### src/design/mrt_hdr_pkg.sv
// Shared types, codes, tables and helpers of the MRT record header parser.
package mrt_hdr_pkg;

    // Results one record byte can produce at most
    localparam int MAX_RESULTS = 3;
    localparam int RES_CNT_W = $clog2(MAX_RESULTS + 1);
    localparam int RESULT_QUEUE_DEPTH = 8;

    // Byte position counter width; saturates well past the last decoded field
    localparam int POS_W = 7;

    // Header layout, byte positions within the record
    localparam logic [POS_W-1:0] POS_SEC_END = POS_W'(3);
    localparam logic [POS_W-1:0] POS_TYPE_END = POS_W'(5);
    localparam logic [POS_W-1:0] POS_SUBTYPE_END = POS_W'(7);
    localparam logic [POS_W-1:0] POS_LEN_END = POS_W'(11);
    localparam logic [POS_W-1:0] HDR_LEN = POS_W'(12);
    localparam logic [POS_W-1:0] EXT_HDR_LEN = POS_W'(16);
    localparam logic [POS_W-1:0] POS_MAX = '1;

    // BGP4MP body layout sizes in bytes
    localparam logic [POS_W-1:0] AS2_LEN = POS_W'(2);
    localparam logic [POS_W-1:0] AS4_LEN = POS_W'(4);
    localparam logic [POS_W-1:0] IFACE_AFI_LEN = POS_W'(4);
    localparam logic [POS_W-1:0] V4_LEN = POS_W'(4);
    localparam logic [POS_W-1:0] V6_LEN = POS_W'(16);
    localparam logic [POS_W-1:0] ADDR_WORD_LEN = POS_W'(8);
    localparam logic [POS_W-1:0] STATE_PAIR_LEN = POS_W'(4);

    localparam logic [31:0] EXT_STAMP_LEN = 32'd4;
    localparam int NS_PER_US = 1000;

    // Record types and address families
    localparam logic [15:0] TYPE_TABLE_DUMP_V2 = 16'd13;
    localparam logic [15:0] TYPE_BGP4MP = 16'd16;
    localparam logic [15:0] TYPE_BGP4MP_ET = 16'd17;
    localparam logic [15:0] ADDR_FAMILY_V4 = 16'd1;
    localparam logic [15:0] ADDR_FAMILY_V6 = 16'd2;

    // Class flag bits
    localparam int CF_VALID = 0;
    localparam int CF_AS32 = 1;
    localparam int CF_EXT = 4;
    localparam int CF_BGP = 5;
    localparam int CF_STATE = 6;
    localparam int CF_WRAPS = 7;

    localparam logic [8:0] BGP_CLASS [12] = '{
        9'h061, 9'h0A1, 9'h000, 9'h000, 9'h0A3, 9'h063,
        9'h0A1, 9'h0A3, 9'h1A1, 9'h1A3, 9'h1A1, 9'h1A3
    };

    localparam logic [8:0] DUMP2_CLASS [13] = '{
        9'h000, 9'h005, 9'h009, 9'h009, 9'h009, 9'h009, 9'h009,
        9'h000, 9'h109, 9'h109, 9'h109, 9'h109, 9'h109
    };

    typedef enum logic [4:0] {
        FC_SEC           = 5'd0,
        FC_NSEC          = 5'd1,
        FC_TYPE          = 5'd2,
        FC_SUBTYPE       = 5'd3,
        FC_LENGTH        = 5'd4,
        FC_CLASS         = 5'd5,
        FC_PEER_AS       = 5'd6,
        FC_LOCAL_AS      = 5'd7,
        FC_IFACE         = 5'd8,
        FC_AFI           = 5'd9,
        FC_PEER_ADDR_HI  = 5'd10,
        FC_PEER_ADDR_LO  = 5'd11,
        FC_LOCAL_ADDR_HI = 5'd12,
        FC_LOCAL_ADDR_LO = 5'd13,
        FC_OLD_STATE     = 5'd14,
        FC_NEW_STATE     = 5'd15,
        FC_PAYLOAD_LEN   = 5'd16,
        FC_STATUS        = 5'd17
    } field_code_t;

    typedef enum logic [1:0] {
        ST_OK         = 2'd0,
        ST_BAD_HEADER = 2'd1,
        ST_TRUNCATED  = 2'd2,
        ST_BAD_AFI    = 2'd3
    } status_t;

    typedef struct packed {
        logic [7:0] data_byte;
        logic       record_end;
    } rec_beat_t;

    typedef struct packed {
        logic [4:0]  field_code;
        logic [63:0] value;
        logic        is_last;
    } result_t;

    // Results produced by one record byte, filled from item[0] upward
    typedef struct packed {
        logic [RES_CNT_W-1:0]          count;
        result_t [MAX_RESULTS-1:0]     item;
    } result_bundle_t;

    // Map record type and subtype to class flags
    function automatic logic [8:0] classify(input logic [15:0] rtype, input logic [15:0] rsub);
        logic [8:0] cls;
        cls = '0;
        if (rtype == TYPE_BGP4MP && rsub < 16'd12)
        begin
            cls = BGP_CLASS[rsub[3:0]];
        end
        else if (rtype == TYPE_BGP4MP_ET && rsub < 16'd12 && BGP_CLASS[rsub[3:0]] != '0)
        begin
            cls = BGP_CLASS[rsub[3:0]] | (9'd1 << CF_EXT);
        end
        else if (rtype == TYPE_TABLE_DUMP_V2 && rsub < 16'd13)
        begin
            cls = DUMP2_CLASS[rsub[3:0]];
        end
        return cls;
    endfunction

    // Body bytes available; extended records carry the stamp inside the length
    function automatic logic [31:0] avail_len(input logic [31:0] len, input logic ext);
        logic [31:0] avail;
        if (!ext)
        begin
            avail = len;
        end
        else if (len < EXT_STAMP_LEN)
        begin
            avail = '0;
        end
        else
        begin
            avail = len - EXT_STAMP_LEN;
        end
        return avail;
    endfunction

    // True when a group of size bytes starting at used fits the body
    function automatic logic fits(input logic [POS_W-1:0] used, input logic [POS_W-1:0] size,
                                  input logic [31:0] avail);
        logic [POS_W:0] total;
        total = {1'b0, used} + {1'b0, size};
        return 32'(total) <= avail;
    endfunction

endpackage

### src/design/mrt_hdr_stream_if.sv
// Valid/ready stream interface carrying one payload beat per handshake.
interface mrt_hdr_stream_if #(parameter type payload_t = logic) ();
    logic     valid;
    logic     ready;
    payload_t payload;

    modport source (output valid, output payload, input ready);
    modport sink (input valid, input payload, output ready);
endinterface

### src/design/mrt_record_header_parser_unit.sv
// MRT record header parser top level: byte hold stage, field decoder, result queue.
// Flow: an accepted byte is registered in the hold stage and decoded from it when the queue
//   has room; the queue then offers its results one per cycle while the sink is ready.
// Throughput: one byte per cycle while the result queue keeps three free entries;
//   results leave at one per cycle while the sink is ready, so the queue sets sustained rate.
// Reset: rst_n clears the hold stage, the parse state and the queue at once; no clearing pass.
module mrt_record_header_parser_unit
    import mrt_hdr_pkg::*;
#(
    parameter int QUEUE_DEPTH = RESULT_QUEUE_DEPTH
)
(
    input  logic              clk,
    input  logic              rst_n,
    mrt_hdr_stream_if.sink    rec_bytes,
    mrt_hdr_stream_if.source  fields
);

    logic             hold_valid_reg;
    logic             hold_valid_next;
    rec_beat_t        hold_reg;
    logic             room;
    logic             step_go;
    logic             accept;

    logic [POS_W-1:0] pos_reg;
    logic [POS_W-1:0] pos_next;
    logic [63:0]      shift_reg;
    logic [63:0]      shift_next;
    logic [15:0]      type_reg;
    logic [15:0]      type_next;
    logic [15:0]      subtype_reg;
    logic [15:0]      subtype_next;
    logic [31:0]      length_reg;
    logic [31:0]      length_next;
    logic [8:0]       class_reg;
    logic [8:0]       class_next;
    logic             afi_v4_reg;
    logic             afi_v4_next;
    status_t          error_reg;
    status_t          error_next;
    logic             done_reg;
    logic             done_next;

    logic [63:0]      shift_cat;
    logic [8:0]       cls_new;
    logic [31:0]      len_new;
    logic [31:0]      avail_hdr;
    logic [31:0]      avail_cur;
    logic [POS_W-1:0] as_len;
    logic [POS_W-1:0] as_len_new;
    logic [POS_W-1:0] hdr_end;
    logic [POS_W-1:0] off;
    logic [POS_W-1:0] a0;
    logic [POS_W-1:0] alen;
    logic [POS_W-1:0] s0;
    logic [POS_W-1:0] rel;
    logic [15:0]      afi_val;
    logic             afi_v4_new;
    logic [POS_W-1:0] alen_new;
    logic [41:0]      nsec;
    logic             addr_last;
    status_t          status_val;
    result_bundle_t   bundle;

    // Append one result to the bundle of this byte
    function automatic result_bundle_t add_result(input result_bundle_t bin,
                                                  input field_code_t code,
                                                  input logic [63:0] val,
                                                  input logic last);
        result_bundle_t bout;
        bout = bin;
        bout.item[bin.count].field_code = code;
        bout.item[bin.count].value      = val;
        bout.item[bin.count].is_last    = last;
        bout.count = bin.count + RES_CNT_W'(1);
        return bout;
    endfunction

    // Hold stage handshake
    assign step_go         = hold_valid_reg && room;
    assign rec_bytes.ready = !hold_valid_reg || room;
    assign accept          = rec_bytes.valid && rec_bytes.ready;
    assign hold_valid_next = accept ? 1'b1 : (step_go ? 1'b0 : hold_valid_reg);

    // Decode the held byte against the current position
    always_comb
    begin
        shift_cat  = {shift_reg[55:0], hold_reg.data_byte};
        cls_new    = classify(type_reg, subtype_reg);
        len_new    = shift_cat[31:0];
        avail_hdr  = avail_len(len_new, cls_new[CF_EXT]);
        avail_cur  = avail_len(length_reg, class_reg[CF_EXT]);
        as_len     = class_reg[CF_AS32] ? AS4_LEN : AS2_LEN;
        as_len_new = cls_new[CF_AS32] ? AS4_LEN : AS2_LEN;
        hdr_end    = class_reg[CF_EXT] ? EXT_HDR_LEN : HDR_LEN;
        off        = pos_reg - hdr_end;
        a0         = (as_len << 1) + IFACE_AFI_LEN;
        alen       = afi_v4_reg ? V4_LEN : V6_LEN;
        s0         = a0 + (alen << 1);
        rel        = off - a0;
        afi_val    = shift_cat[15:0];
        afi_v4_new = (afi_val == ADDR_FAMILY_V4);
        alen_new   = afi_v4_new ? V4_LEN : V6_LEN;
        nsec       = 42'(shift_cat[31:0]) * 42'(NS_PER_US);
        addr_last  = 1'b0;
        status_val = ST_OK;

        pos_next     = pos_reg;
        shift_next   = shift_reg;
        type_next    = type_reg;
        subtype_next = subtype_reg;
        length_next  = length_reg;
        class_next   = class_reg;
        afi_v4_next  = afi_v4_reg;
        error_next   = error_reg;
        done_next    = done_reg;
        bundle       = '0;

        if (step_go && !done_reg)
        begin
            shift_next = shift_cat;
            if (pos_reg < HDR_LEN)
            begin
                // Common header
                case (pos_reg)
                    POS_SEC_END:
                    begin
                        bundle = add_result(bundle, FC_SEC, shift_cat, 1'b0);
                    end
                    POS_TYPE_END:
                    begin
                        type_next = shift_cat[15:0];
                        bundle = add_result(bundle, FC_TYPE, shift_cat, 1'b0);
                    end
                    POS_SUBTYPE_END:
                    begin
                        subtype_next = shift_cat[15:0];
                        bundle = add_result(bundle, FC_SUBTYPE, shift_cat, 1'b0);
                    end
                    POS_LEN_END:
                    begin
                        length_next = len_new;
                        class_next  = cls_new;
                        bundle = add_result(bundle, FC_LENGTH, shift_cat, 1'b0);
                        bundle = add_result(bundle, FC_CLASS, 64'(cls_new), 1'b0);
                        if (!cls_new[CF_VALID])
                        begin
                            error_next = ST_BAD_HEADER;
                            done_next  = 1'b1;
                        end
                        else if (!cls_new[CF_EXT])
                        begin
                            if (!cls_new[CF_BGP])
                            begin
                                done_next = 1'b1;
                            end
                            else if (!fits('0, as_len_new << 1, avail_hdr))
                            begin
                                error_next = ST_TRUNCATED;
                                done_next  = 1'b1;
                            end
                        end
                    end
                    default:
                    begin
                    end
                endcase
            end
            else if (class_reg[CF_EXT] && pos_reg < EXT_HDR_LEN)
            begin
                // Microsecond stamp of extended-time records
                if (pos_reg == EXT_HDR_LEN - POS_W'(1))
                begin
                    bundle = add_result(bundle, FC_NSEC, 64'(nsec), 1'b0);
                    if (!class_reg[CF_BGP])
                    begin
                        done_next = 1'b1;
                    end
                    else if (!fits('0, as_len << 1, avail_cur))
                    begin
                        error_next = ST_TRUNCATED;
                        done_next  = 1'b1;
                    end
                end
            end
            else
            begin
                // BGP4MP body
                if (off == as_len - POS_W'(1))
                begin
                    bundle = add_result(bundle, FC_PEER_AS, shift_cat, 1'b0);
                end
                else if (off == (as_len << 1) - POS_W'(1))
                begin
                    bundle = add_result(bundle, FC_LOCAL_AS, shift_cat, 1'b0);
                    if (!fits(as_len << 1, IFACE_AFI_LEN, avail_cur))
                    begin
                        error_next = ST_TRUNCATED;
                        done_next  = 1'b1;
                    end
                end
                else if (off == (as_len << 1) + POS_W'(1))
                begin
                    bundle = add_result(bundle, FC_IFACE, shift_cat, 1'b0);
                end
                else if (off == (as_len << 1) + POS_W'(3))
                begin
                    afi_v4_next = afi_v4_new;
                    bundle = add_result(bundle, FC_AFI, shift_cat, 1'b0);
                    if (afi_val != ADDR_FAMILY_V4 && afi_val != ADDR_FAMILY_V6)
                    begin
                        error_next = ST_BAD_AFI;
                        done_next  = 1'b1;
                    end
                    else if (!fits(a0, alen_new << 1, avail_cur))
                    begin
                        error_next = ST_TRUNCATED;
                        done_next  = 1'b1;
                    end
                end
                else if (off >= a0 && off < s0)
                begin
                    if (afi_v4_reg)
                    begin
                        if (rel == V4_LEN - POS_W'(1))
                        begin
                            bundle = add_result(bundle, FC_PEER_ADDR_LO, shift_cat, 1'b0);
                        end
                        else if (rel == (V4_LEN << 1) - POS_W'(1))
                        begin
                            bundle = add_result(bundle, FC_LOCAL_ADDR_LO, shift_cat, 1'b0);
                            addr_last = 1'b1;
                        end
                    end
                    else
                    begin
                        if (rel == ADDR_WORD_LEN - POS_W'(1))
                        begin
                            bundle = add_result(bundle, FC_PEER_ADDR_HI, shift_cat, 1'b0);
                        end
                        else if (rel == V6_LEN - POS_W'(1))
                        begin
                            bundle = add_result(bundle, FC_PEER_ADDR_LO, shift_cat, 1'b0);
                        end
                        else if (rel == V6_LEN + ADDR_WORD_LEN - POS_W'(1))
                        begin
                            bundle = add_result(bundle, FC_LOCAL_ADDR_HI, shift_cat, 1'b0);
                        end
                        else if (rel == (V6_LEN << 1) - POS_W'(1))
                        begin
                            bundle = add_result(bundle, FC_LOCAL_ADDR_LO, shift_cat, 1'b0);
                            addr_last = 1'b1;
                        end
                    end
                    // After the local address: payload length if the subtype wraps, then the state check
                    if (addr_last)
                    begin
                        if (class_reg[CF_WRAPS])
                        begin
                            bundle = add_result(bundle, FC_PAYLOAD_LEN,
                                                64'(avail_cur - 32'(s0)), 1'b0);
                        end
                        if (!class_reg[CF_STATE])
                        begin
                            done_next = 1'b1;
                        end
                        else if (!fits(s0, STATE_PAIR_LEN, avail_cur))
                        begin
                            error_next = ST_TRUNCATED;
                            done_next  = 1'b1;
                        end
                    end
                end
                else if (off == s0 + POS_W'(1))
                begin
                    bundle = add_result(bundle, FC_OLD_STATE, shift_cat, 1'b0);
                end
                else if (off == s0 + POS_W'(3))
                begin
                    bundle = add_result(bundle, FC_NEW_STATE, shift_cat, 1'b0);
                    done_next = 1'b1;
                end
            end
            // Drop the accumulated bytes once a field is out
            if (bundle.count != '0)
            begin
                shift_next = '0;
            end
        end

        // Advance the saturating byte position
        if (step_go && pos_reg != POS_MAX)
        begin
            pos_next = pos_reg + POS_W'(1);
        end

        // Close the record: status, then clear all parse state
        if (step_go && hold_reg.record_end)
        begin
            if (done_next)
            begin
                status_val = error_next;
            end
            else if (pos_reg < POS_LEN_END)
            begin
                status_val = ST_BAD_HEADER;
            end
            else
            begin
                status_val = ST_TRUNCATED;
            end
            bundle = add_result(bundle, FC_STATUS, 64'(status_val), 1'b1);
            pos_next     = '0;
            shift_next   = '0;
            type_next    = '0;
            subtype_next = '0;
            length_next  = '0;
            class_next   = '0;
            afi_v4_next  = 1'b0;
            error_next   = ST_OK;
            done_next    = 1'b0;
        end
    end

    // Hold and parse state
    always_ff @(posedge clk or negedge rst_n)
    begin
        if (!rst_n)
        begin
            hold_valid_reg <= 1'b0;
            pos_reg        <= '0;
            shift_reg      <= '0;
            type_reg       <= '0;
            subtype_reg    <= '0;
            length_reg     <= '0;
            class_reg      <= '0;
            afi_v4_reg     <= 1'b0;
            error_reg      <= ST_OK;
            done_reg       <= 1'b0;
        end
        else
        begin
            hold_valid_reg <= hold_valid_next;
            pos_reg        <= pos_next;
            shift_reg      <= shift_next;
            type_reg       <= type_next;
            subtype_reg    <= subtype_next;
            length_reg     <= length_next;
            class_reg      <= class_next;
            afi_v4_reg     <= afi_v4_next;
            error_reg      <= error_next;
            done_reg       <= done_next;
        end
    end

    // Capture the incoming beat
    always_ff @(posedge clk)
    begin
        if (accept)
        begin
            hold_reg <= rec_bytes.payload;
        end
    end

    mrt_hdr_queue #(
        .DEPTH (QUEUE_DEPTH)
    ) u_queue (
        .clk    (clk),
        .rst_n  (rst_n),
        .push   (bundle),
        .room   (room),
        .fields (fields)
    );

    a_end_clears: assert property (@(posedge clk) disable iff (!rst_n)
        step_go && hold_reg.record_end |=> pos_reg == '0 && !done_reg && class_reg == '0
                                           && shift_reg == '0)
        else $error("parse state not cleared after record end");

    a_done_silent: assert property (@(posedge clk) disable iff (!rst_n)
        step_go && done_reg && !hold_reg.record_end |-> bundle.count == '0)
        else $error("result produced after parsing finished");

    a_end_status: assert property (@(posedge clk) disable iff (!rst_n)
        step_go && hold_reg.record_end |-> bundle.count != '0)
        else $error("record end produced no status");

endmodule

### src/design/mrt_hdr_queue.sv
// Result queue: takes up to three results per cycle, delivers one per beat.
module mrt_hdr_queue
    import mrt_hdr_pkg::*;
#(
    parameter int DEPTH = RESULT_QUEUE_DEPTH
)
(
    input  logic                   clk,
    input  logic                   rst_n,
    input  result_bundle_t         push,
    output logic                   room,
    mrt_hdr_stream_if.source       fields
);

    localparam int PTR_W = $clog2(DEPTH);
    localparam int CNT_W = $clog2(DEPTH + 1);

    result_t            entry_reg [DEPTH];
    logic [PTR_W-1:0]   wr_ptr_reg;
    logic [PTR_W-1:0]   wr_ptr_next;
    logic [PTR_W-1:0]   rd_ptr_reg;
    logic [PTR_W-1:0]   rd_ptr_next;
    logic [CNT_W-1:0]   count_reg;
    logic [CNT_W-1:0]   count_next;
    logic               pop;

    // Advance a pointer by k entries around the ring
    function automatic logic [PTR_W-1:0] wrap_add(input logic [PTR_W-1:0] ptr,
                                                  input logic [RES_CNT_W-1:0] k);
        logic [PTR_W:0] sum;
        sum = {1'b0, ptr} + (PTR_W + 1)'(k);
        if (sum >= (PTR_W + 1)'(DEPTH))
        begin
            sum = sum - (PTR_W + 1)'(DEPTH);
        end
        return sum[PTR_W-1:0];
    endfunction

    // Offer the head entry
    assign fields.valid   = (count_reg != '0);
    assign fields.payload = entry_reg[rd_ptr_reg];
    assign pop            = fields.valid && fields.ready;
    assign room           = (count_reg <= CNT_W'(DEPTH - MAX_RESULTS));

    // Move pointers and fill level
    always_comb
    begin
        wr_ptr_next = wrap_add(wr_ptr_reg, push.count);
        rd_ptr_next = pop ? wrap_add(rd_ptr_reg, RES_CNT_W'(1)) : rd_ptr_reg;
        count_next  = count_reg + CNT_W'(push.count) - CNT_W'(pop);
    end

    always_ff @(posedge clk or negedge rst_n)
    begin
        if (!rst_n)
        begin
            wr_ptr_reg <= '0;
            rd_ptr_reg <= '0;
            count_reg  <= '0;
        end
        else
        begin
            wr_ptr_reg <= wr_ptr_next;
            rd_ptr_reg <= rd_ptr_next;
            count_reg  <= count_next;
        end
    end

    // Write the new results behind the tail
    always_ff @(posedge clk)
    begin
        for (int k = 0; k < MAX_RESULTS; k++)
        begin
            if (RES_CNT_W'(k) < push.count)
            begin
                entry_reg[wrap_add(wr_ptr_reg, RES_CNT_W'(k))] <= push.item[k];
            end
        end
    end

    a_count_bound: assert property (@(posedge clk) disable iff (!rst_n)
        count_reg <= CNT_W'(DEPTH))
        else $error("result queue overfilled");

    a_push_room: assert property (@(posedge clk) disable iff (!rst_n)
        push.count != '0 |-> room && push.count <= RES_CNT_W'(MAX_RESULTS))
        else $error("results pushed without room");

    a_count_track: assert property (@(posedge clk) disable iff (!rst_n)
        1'b1 |=> count_reg == $past(count_reg) + CNT_W'($past(push.count))
                              - CNT_W'($past(pop)))
        else $error("result queue fill level lost track");

endmodule
### src/flat_wrapper.sv
// flat-port wrapper written by rule: the top's interface ports become plain ports
module mrt_record_header_parser_unit_flat import mrt_hdr_pkg::*;
#(
    parameter int QUEUE_DEPTH = RESULT_QUEUE_DEPTH
)
  (clk, rst_n, rec_bytes_valid, rec_bytes_payload, rec_bytes_ready, fields_valid, fields_payload, fields_ready);
  mrt_hdr_stream_if rec_bytes_i ();
  mrt_hdr_stream_if fields_i ();
  input  logic clk;
  input  logic rst_n;
  input wire logic [$bits(rec_bytes_i.valid)-1:0] rec_bytes_valid;
  input wire logic [$bits(rec_bytes_i.payload)-1:0] rec_bytes_payload;
  output wire logic [$bits(rec_bytes_i.ready)-1:0] rec_bytes_ready;
  output wire logic [$bits(fields_i.valid)-1:0] fields_valid;
  output wire logic [$bits(fields_i.payload)-1:0] fields_payload;
  input wire logic [$bits(fields_i.ready)-1:0] fields_ready;
  assign rec_bytes_i.valid = rec_bytes_valid;
  assign rec_bytes_i.payload = rec_bytes_payload;
  assign rec_bytes_ready = rec_bytes_i.ready;
  assign fields_valid = fields_i.valid;
  assign fields_payload = fields_i.payload;
  assign fields_i.ready = fields_ready;
  mrt_record_header_parser_unit #(.QUEUE_DEPTH(QUEUE_DEPTH)) u_core (.clk(clk), .rst_n(rst_n), .rec_bytes(rec_bytes_i), .fields(fields_i));
endmodule
### config.mk
export PLATFORM = sky130hd
export DESIGN_NAME = mrt_record_header_parser_unit_flat
export DESIGN_NICKNAME = d
export VERILOG_FILES = /design/src/design/mrt_hdr_pkg.sv /design/src/design/mrt_hdr_stream_if.sv /design/src/design/mrt_record_header_parser_unit.sv /design/src/design/mrt_hdr_queue.sv /design/src/flat_wrapper.sv
export SDC_FILE = /design/constraint.sdc
export NUM_CORES = 1
export LEC_CHECK = 0
export BUFFER_PORTS_ARGS = -buffer_cell sky130_fd_sc_hd__buf_2
export CAP_MARGIN = 20
export CORE_ASPECT_RATIO = 0.9
export CORE_MARGIN = 8
export CORE_UTILIZATION = 36
export CTS_CLUSTER_DIAMETER = 120
export CTS_CLUSTER_SIZE = 25
export DETAILED_ROUTE_END_ITERATION = 7
export GPL_TIMING_DRIVEN = 0
export PLACE_DENSITY = 0.53
export SLEW_MARGIN = 5
export SYNTH_ARGS = -nofsm -noshare
export SYNTH_HDL_FRONTEND = slang
export SYNTH_SLANG_ARGS = --single-unit
### constraint.sdc
create_clock -name clk -period 5.55 [get_ports clk]
set_clock_uncertainty 0.2 [all_clocks]
set_input_delay 1.11 -clock clk [delete_from_list [all_inputs] [get_ports clk]]
set_output_delay 1.11 -clock clk [all_outputs]
set_load 0.01 [all_outputs]
# Yosys cells after proc, flatten, opt, wreduce, memory -nomap -nowiden
# Memories as Yosys holds them, arrays and structs flattened.
# Index checks and enable logic that the tools add are counted.
# W data, S select, Z words.
[totals]
reg_bits = 151
rom_bits = 288
in_bits = 5
mem_count = 3
mem_bits_rw = 560
[op_classes]
magnitude_cmp = 27
bitwise_logic = 1
add_sub_neg = 29
reduce_logical = 32
mux = 171
n_eq_ne = 25
n_mul = 1
[mem_list]
columns = ["memory", "depth", "word_bits", "read_ports", "rd_ports_with_merged_regs", "wr", "line_no", "source"]
rows = [
  ["u_core.u_queue.entry_reg", 8, 70, 1, 0, 3, "mrt_hdr_queue.sv:18", "result_t entry_reg [DEPTH];"],
  ["(name not given)", 16, 9, 1, 0, 0, "mrt_hdr_pkg.sv:117", "cls = DUMP2_CLASS[rsub[3:0]];"],
  ["(name not given)", 16, 9, 1, 0, 0, "mrt_hdr_pkg.sv:109", "cls = BGP_CLASS[rsub[3:0]];"],
]
[op_table]
columns = ["cell", "n"]
rows = [
  ["$mux W212", 22],
  ["$mux W211", 8],
  ["$bwmux W210", 6],
  ["$pmux W212 S4", 1],
  ["$demux W70 S2", 6],
  ["$mux W32", 8],
  ["$mux W56", 3],
  ["$mux W70", 2],
  ["$mux W65", 2],
  ["$mux W16", 8],
  ["$le A7 B32 Y1", 2],
  ["$le A8 B32 Y1", 2],
  ["$lt A32 B3 Y1 const B", 2],
  ["$sub A32 B3 Y32 const B", 2],
  ["$mux W9", 7],
  ["$mux W1", 56],
  ["$mux W2", 24],
  ["$eq A7 B7 Y1", 6],
  ["$sub A32 B7 Y33", 1],
  ["$eq A16 B5 Y1 const B", 2],
  ["$lt A16 B4 Y1 const B", 2],
  ["$mux W8", 4],
  ["$mul A24 B7 Y31 const B", 1],
  ["$mux W3", 10],
  ["other kinds (44)", 99],
]

# Logic depth before layout (Yosys ltp)
[depth]
ltp_word = 46
mapped_depth = 22
mapped_depth_nobuf = 21

# Modules after synthesis
# Synthesis repeated with hierarchy kept, for this count alone.
[hier_totals]
cells_unflattened = 322
area_unflattened_um2 = 2925.3
[by_module_without_submodules]
columns = ["module", "area_each_um2", "seq_area_each_um2", "instances", "cells_per_inst"]
rows = [
  ["mrt_record_header_parser_unit", 1559.0, 305.3, 1, 182],
  ["mrt_hdr_queue", 1366.3, 490.5, 1, 140],
]

# Least setup slack after synthesis
# No wires, ideal clock.
[synth_timing]
kind = "reg2reg"
start = "register u_core.pos_reg[2]"
end = "register u_core.u_queue.count_reg[3]"
setup_slack_ps = 1021
setup_ps = 79
path_stages_with_launch = 23
path_buffers = 1
arrival_ps = 4250
required_time_ps = 5271
cell_sequence = "dfrtp_1 ha_1 buf_2 xor2_4 ha_1 nor2_1 a32o_1 a21oi_1 or2_2 or3_1 a31oi_1 inv_1 ha_1 nand2_1 o41ai_1 and2_1 inv_2 ha_1 inv_1 ha_1 a21o_1 a21oi_1 xor2_1"
[synth_via]
elab_chain_cells = 32
elab_cells_between_ends = 74
cone_classes = "6 x add/sub; 4 x order compare; 16 x eq/ne; 46 x mux; 2 x reduce/logical"
[synth_rtl]
columns = ["item", "line_no", "source"]
rows = [
  ["start: declaration", "mrt_record_header_parser_unit.sv:26", "logic [POS_W-1:0] pos_reg;"],
  ["start signal: assignment", "mrt_record_header_parser_unit.sv:345", "pos_reg <= pos_next;"],
  ["$sub A7 B7 Y7", "mrt_record_header_parser_unit.sv:97", "off = pos_reg - hdr_end;"],
  ["$sub A7 B7 Y7", "mrt_record_header_parser_unit.sv:101", "rel = off - a0;"],
  ["$eq A7 B5 Y1", "mrt_record_header_parser_unit.sv:250", "else if (rel == (V6_LEN << 1) - POS_W'(1))"],
  ["$mux W211", "mrt_record_header_parser_unit.sv:250", ""],
  ["$mux W211", "mrt_record_header_parser_unit.sv:246", "else if (rel == V6_LEN + ADDR_WORD_LEN - POS_W'(1))"],
  ["$mux W211", "mrt_record_header_parser_unit.sv:242", "else if (rel == V6_LEN - POS_W'(1))"],
  ["$mux W212", "mrt_record_header_parser_unit.sv:238", "if (rel == ADDR_WORD_LEN - POS_W'(1))"],
  ["$mux W212", "mrt_record_header_parser_unit.sv:224", "if (afi_v4_reg)"],
  ["(+16 left out)", "-", ""],
  ["$mux W212", "mrt_record_header_parser_unit.sv:170", "else if (class_reg[CF_EXT] && pos_reg < EXT_HDR_LEN)"],
  ["$mux W212 *", "mrt_record_header_parser_unit.sv:123", "if (pos_reg < HDR_LEN)"],
  ["$mux W212 * (2 in a row)", "mrt_record_header_parser_unit.sv:120", "if (step_go && !done_reg)"],
  ["$add A2 B1 Y2", "mrt_record_header_parser_unit.sv:76", "bout.count = bin.count + RES_CNT_W'(1);"],
  ["$mux W212 *", "mrt_record_header_parser_unit.sv:299", "if (step_go && hold_reg.record_end)"],
  ["$add A4 B2 Y4 *", "mrt_hdr_queue.sv:50", "count_next = count_reg + CNT_W'(push.count) - CNT_W'(pop);"],
  ["$sub A4 B1 Y4 *", "mrt_hdr_queue.sv:50", ""],
  ["named net u_core.u_queue.count_next[3]", "mrt_hdr_queue.sv:24", "logic [CNT_W-1:0] count_next;"],
  ["end signal: assignment", "mrt_hdr_queue.sv:65", "count_reg <= count_next;"],
  ["end: declaration", "mrt_hdr_queue.sv:23", "logic [CNT_W-1:0] count_reg;"],
]
# Mark *: on every way through the listed nets, which the timed path passes. The rest lies on a longest branch. The select of a mux whose other input is x is not followed.
# A chain may end at the register's enable or synchronous reset.

# Final worst setup path
# Same ends and word-level chain as after synthesis.

==> impl_metrics.csv <==
group,metric,value,unit
run_status,status,"completed",
sta,whs,0.286,ns
placed_design,hpwl,3.92,mm
setup_path,cp.required,5.56,ns
cts,clock_path_buffers,2,
setup_path,worstPathArrival,5.02,ns
cts,cts_max_level,1,
sta,tightest_slew,0.561,ns
drt,drcViolationCount,0,
grt,grt_pass1_vias,1887,
finish,largest_reg_flops,8,
sta,finalCritPeriodShare,0.902,
worst_hold_path,hold_path.startpoint,"u_core.u_queue.rd_ptr_reg[2]",
drt,drtIter0Drc,110,
synthesis,synth.avg_cell_area,9.33,um2
floorplanning,die_area,9650,um2
synthesis,ys_seq_area_frac,0.306,
synthesis,synth_mux_area_frac,0.110,
floorplanning,io_pins,8,
cts,holdBufCountCts,0,
synthesis,async_flop_share,0.679,
drt,avgViaCountPerCell,5.10,
finish,areaGrowthSynthToFinish,8.32,%
grt,grt_start_max_net_pins,20,
setup_path,r2r-start,"u_core.pos_reg[2]",
drt,ant_nets,0,
setup_path,cp_top_family,"adder cells",
cts,cts_buffers,3,
synthesis,synth_top_area_share,0.195,
grt,grt-ovfl-total,0,
cts,clk_latency,0.28,ns
synthesis,synth_area_leaders,"dfrtp_1, ha_1, edfxtp_1",
setup_path,path_max_fanout,11,
setup_path,reg2reg_slack,0.54,ns
floorplanning,fp.dieW,103,um
synthesis,yosys_warnings,0,
sta,slew_viol_final,0,
sta,hold_violations,0,
floorplanning,row_count,28,
sta,finalWorstSetupSlack,0.543,ns
grt,grt_first_pass_wirelength,8.98,mm
floorplanning,dieHeight,94.0,um
worst_hold_path,holdPathStages,1,
synthesis,syn_inst,261,
sta,rsz0062_at_grt,"no",
setup_path,crit_type,"register to register",
finish,diodes,0,
placed_design,dp_slack,0.566,ns
setup_path,path_buf_inv,4,
synthesis,syn_nets,292,
synthesis,synthDistinctLibCells,55,
sta,max_freq,200,MHz
drt,top_layer,"met4",
sta,finalSetupViolations,0,
synthesis,ys_ff_latch,28,
drt,drtPass1Iterations,4,
cts,post_cts_buffers,0,
placed_design,port_buffers,7,
power,p_per_area,436,nW/um2
synthesis,synth-edff-count,9,
setup_path,r2r_cells,22,
setup_path,worstSetupStartpointType,"register",
synthesis,synth_top_family_by_area,"simple AND/OR/NAND/NOR gates",
power,p_leak,1.20,nW
finish,nFillCells,663,
synthesis,ys.flop_type,"dfrtp_1",
finish,final_net_count,304,
cts,path_clk_slew,0.10,ns
synthesis,synth_xor_xnor_area_share,0.0581,
drt,wl_met1,2.79,mm
synthesis,synth.cell_area,2430,um2
placed_design,dp_cells,358,
setup_path,crit_chain,"ha_1, buf_2, xor2_4, ha_1, nor2_1, a32o_1, a21oi_1, or2_2, or3_1, a31oi_1, inv_1, ha_1, nand2_1, o41ai_1, and2_1, inv_2, ha_1, inv_1, ha_1, a21o_1, a21oi_1, xor2_1",
sta,final.min_clock_period,5.01,ns
finish,layout-drive-gt1-share,0.114,
sta,max_slew_margin,0.626,
drt,met3_wirelength,113,um
synthesis,synth_top_cell_by_area,"dfrtp_1",
grt,antenna_found_initial,0,
synthesis,synth-adder-area-share,0.140,
cts,cts_sinks,28,
floorplanning,start_util,0.372,
cts,clock-root-buffer,"clkbuf_8",
setup_path,slowest_delay,0.55,ns
power,power,1.15,mW
cts,cts_tree,"built",
drt,wl,5.14,mm
power,vdd.ir_drop.worst,239,uV
setup_path,rr_endpoint,"u_core.u_queue.count_reg[3]",
sta,fin_setup_tns,0,ns
synthesis,synthSimpleGateAreaFrac,0.201,
drt,num_vias,1846,
cts,cts_resized,0,
grt,grt_usage,0.116,
worst_hold_path,hp-class,"register to register",
setup_path,end_kind,"register",
placed_design,place.gp.congestion,0.851,
setup_path,critPathMostFrequentCell,"ha_1",
drt,wl_per_cell,14.2,um
setup_path,slowest_stage,"dfrtp_1",
drt,met2_length,2.19,mm
finish,instances_no_fill,362,
floorplanning,coreArea,6550,um2
synthesis,synth-compound-area-share,0.129,
run,cap_violations,0,
worst_hold_path,hold_path_end,"u_core.u_queue.rd_ptr_reg[2]",
==> synth_stat cells (all sizes together), types with 4 or more instances <==
master / count
clkbuf: 5
inv: 22
a21o: 6
or3: 4
nand2: 21
buf: 6
and2: 5
nor2: 21
a21oi: 13
xnor2: 9
nor2b: 5
edfxtp: 9
nor3: 5
mux2i: 19
dfrtp: 19
xor2: 5
ha: 24
o21ai: 5
nand3: 9
==> routing by layer <==
layer  vias up  global-route usage
met4         0              0.0220
met3         2              0.0200
met5         -                   0
met1       871               0.161
met2        22               0.183
li1        951                   -
==> how the worst max path moves through the flow <==
stage	end	depth (start not counted)	slack, ns	startpoint
finish	u_core.u_queue.count_reg[3]	22	0.54	u_core.pos_reg[2]
global route	u_core.u_queue.count_reg[3]	22	0.09	u_core.pos_reg[2]
CTS	u_core.u_queue.count_reg[3]	22	0.55	u_core.pos_reg[2]
detailed placement	u_core.u_queue.count_reg[3]	22	0.57	u_core.pos_reg[2]
global placement	u_core.u_queue.count_reg[3]	21	0.58	u_core.pos_reg[2]
floorplan	u_core.u_queue.count_reg[3]	22	1.02	u_core.pos_reg[2]
==> area by class of cell <==
| type | count | area, um2 | area share |
|---|---|---|---|
| flip-flops and latches | 28 | 746 | 0.283 |
| multi-input cells | 200 | 1560 | 0.590 |
| clock buffers | 4 | 55.1 | 0.0209 |
| repair buffers | 7 | 35.0 | 0.0133 |
| plain buffers | 11 | 50.0 | 0.0190 |
| inverters | 22 | 82.6 | 0.0313 |
| well taps | 90 | 113 | 0.0427 |
==> metrics by stage <==
stage                util  cell area, um2
global placement    0.394            2580
floorplan               -            2430
CTS                 0.403            2640
detailed placement  0.394            2580
finish              0.403            2640
global route        0.403            2640
==> cells in the final DEF (no fill, tap or decap), drive strengths merged, types with 3 or more instances in the layout <==
cell	instances
or3	4
or4	3
nor3b	3
nor2b	5
o21ai	5
mux2i	19
xnor2	9
a31oi	3
inv	22
a21oi	13
nand4	3
dfrtp	19
nor2	21
and4	3
nor3	5
ha	24
buf	13
clkbuf	9
and2	5
nand3	9
edfxtp	9
nand2	21
xor2	5
mux2	3
a21o	6
==> report_power, final <==
| part | leakage (nW) | switching [mW] | internal (mW) |
|---|---|---|---|
| Sequential | 0.318 | 0.0709 | 0.295 |
| Combinational | 0.849 | 0.384 | 0.271 |
| Clock | 0.0288 | 0.0653 | 0.0636 |
==> kinds of logic (layout without fill, tap and decap cells) <==
family | Yosys count | after routing
and+or+nand+nor | 93 | 93
AOI/OAI and AO/OA | 43 | 43
buffers and inverters | 33 | 44
DFF | 28 | 28
adders and majority gates | 26 | 26
muxes | 24 | 24
xor gates and xnor gates | 14 | 14
(Power assumes the default switching activity.)
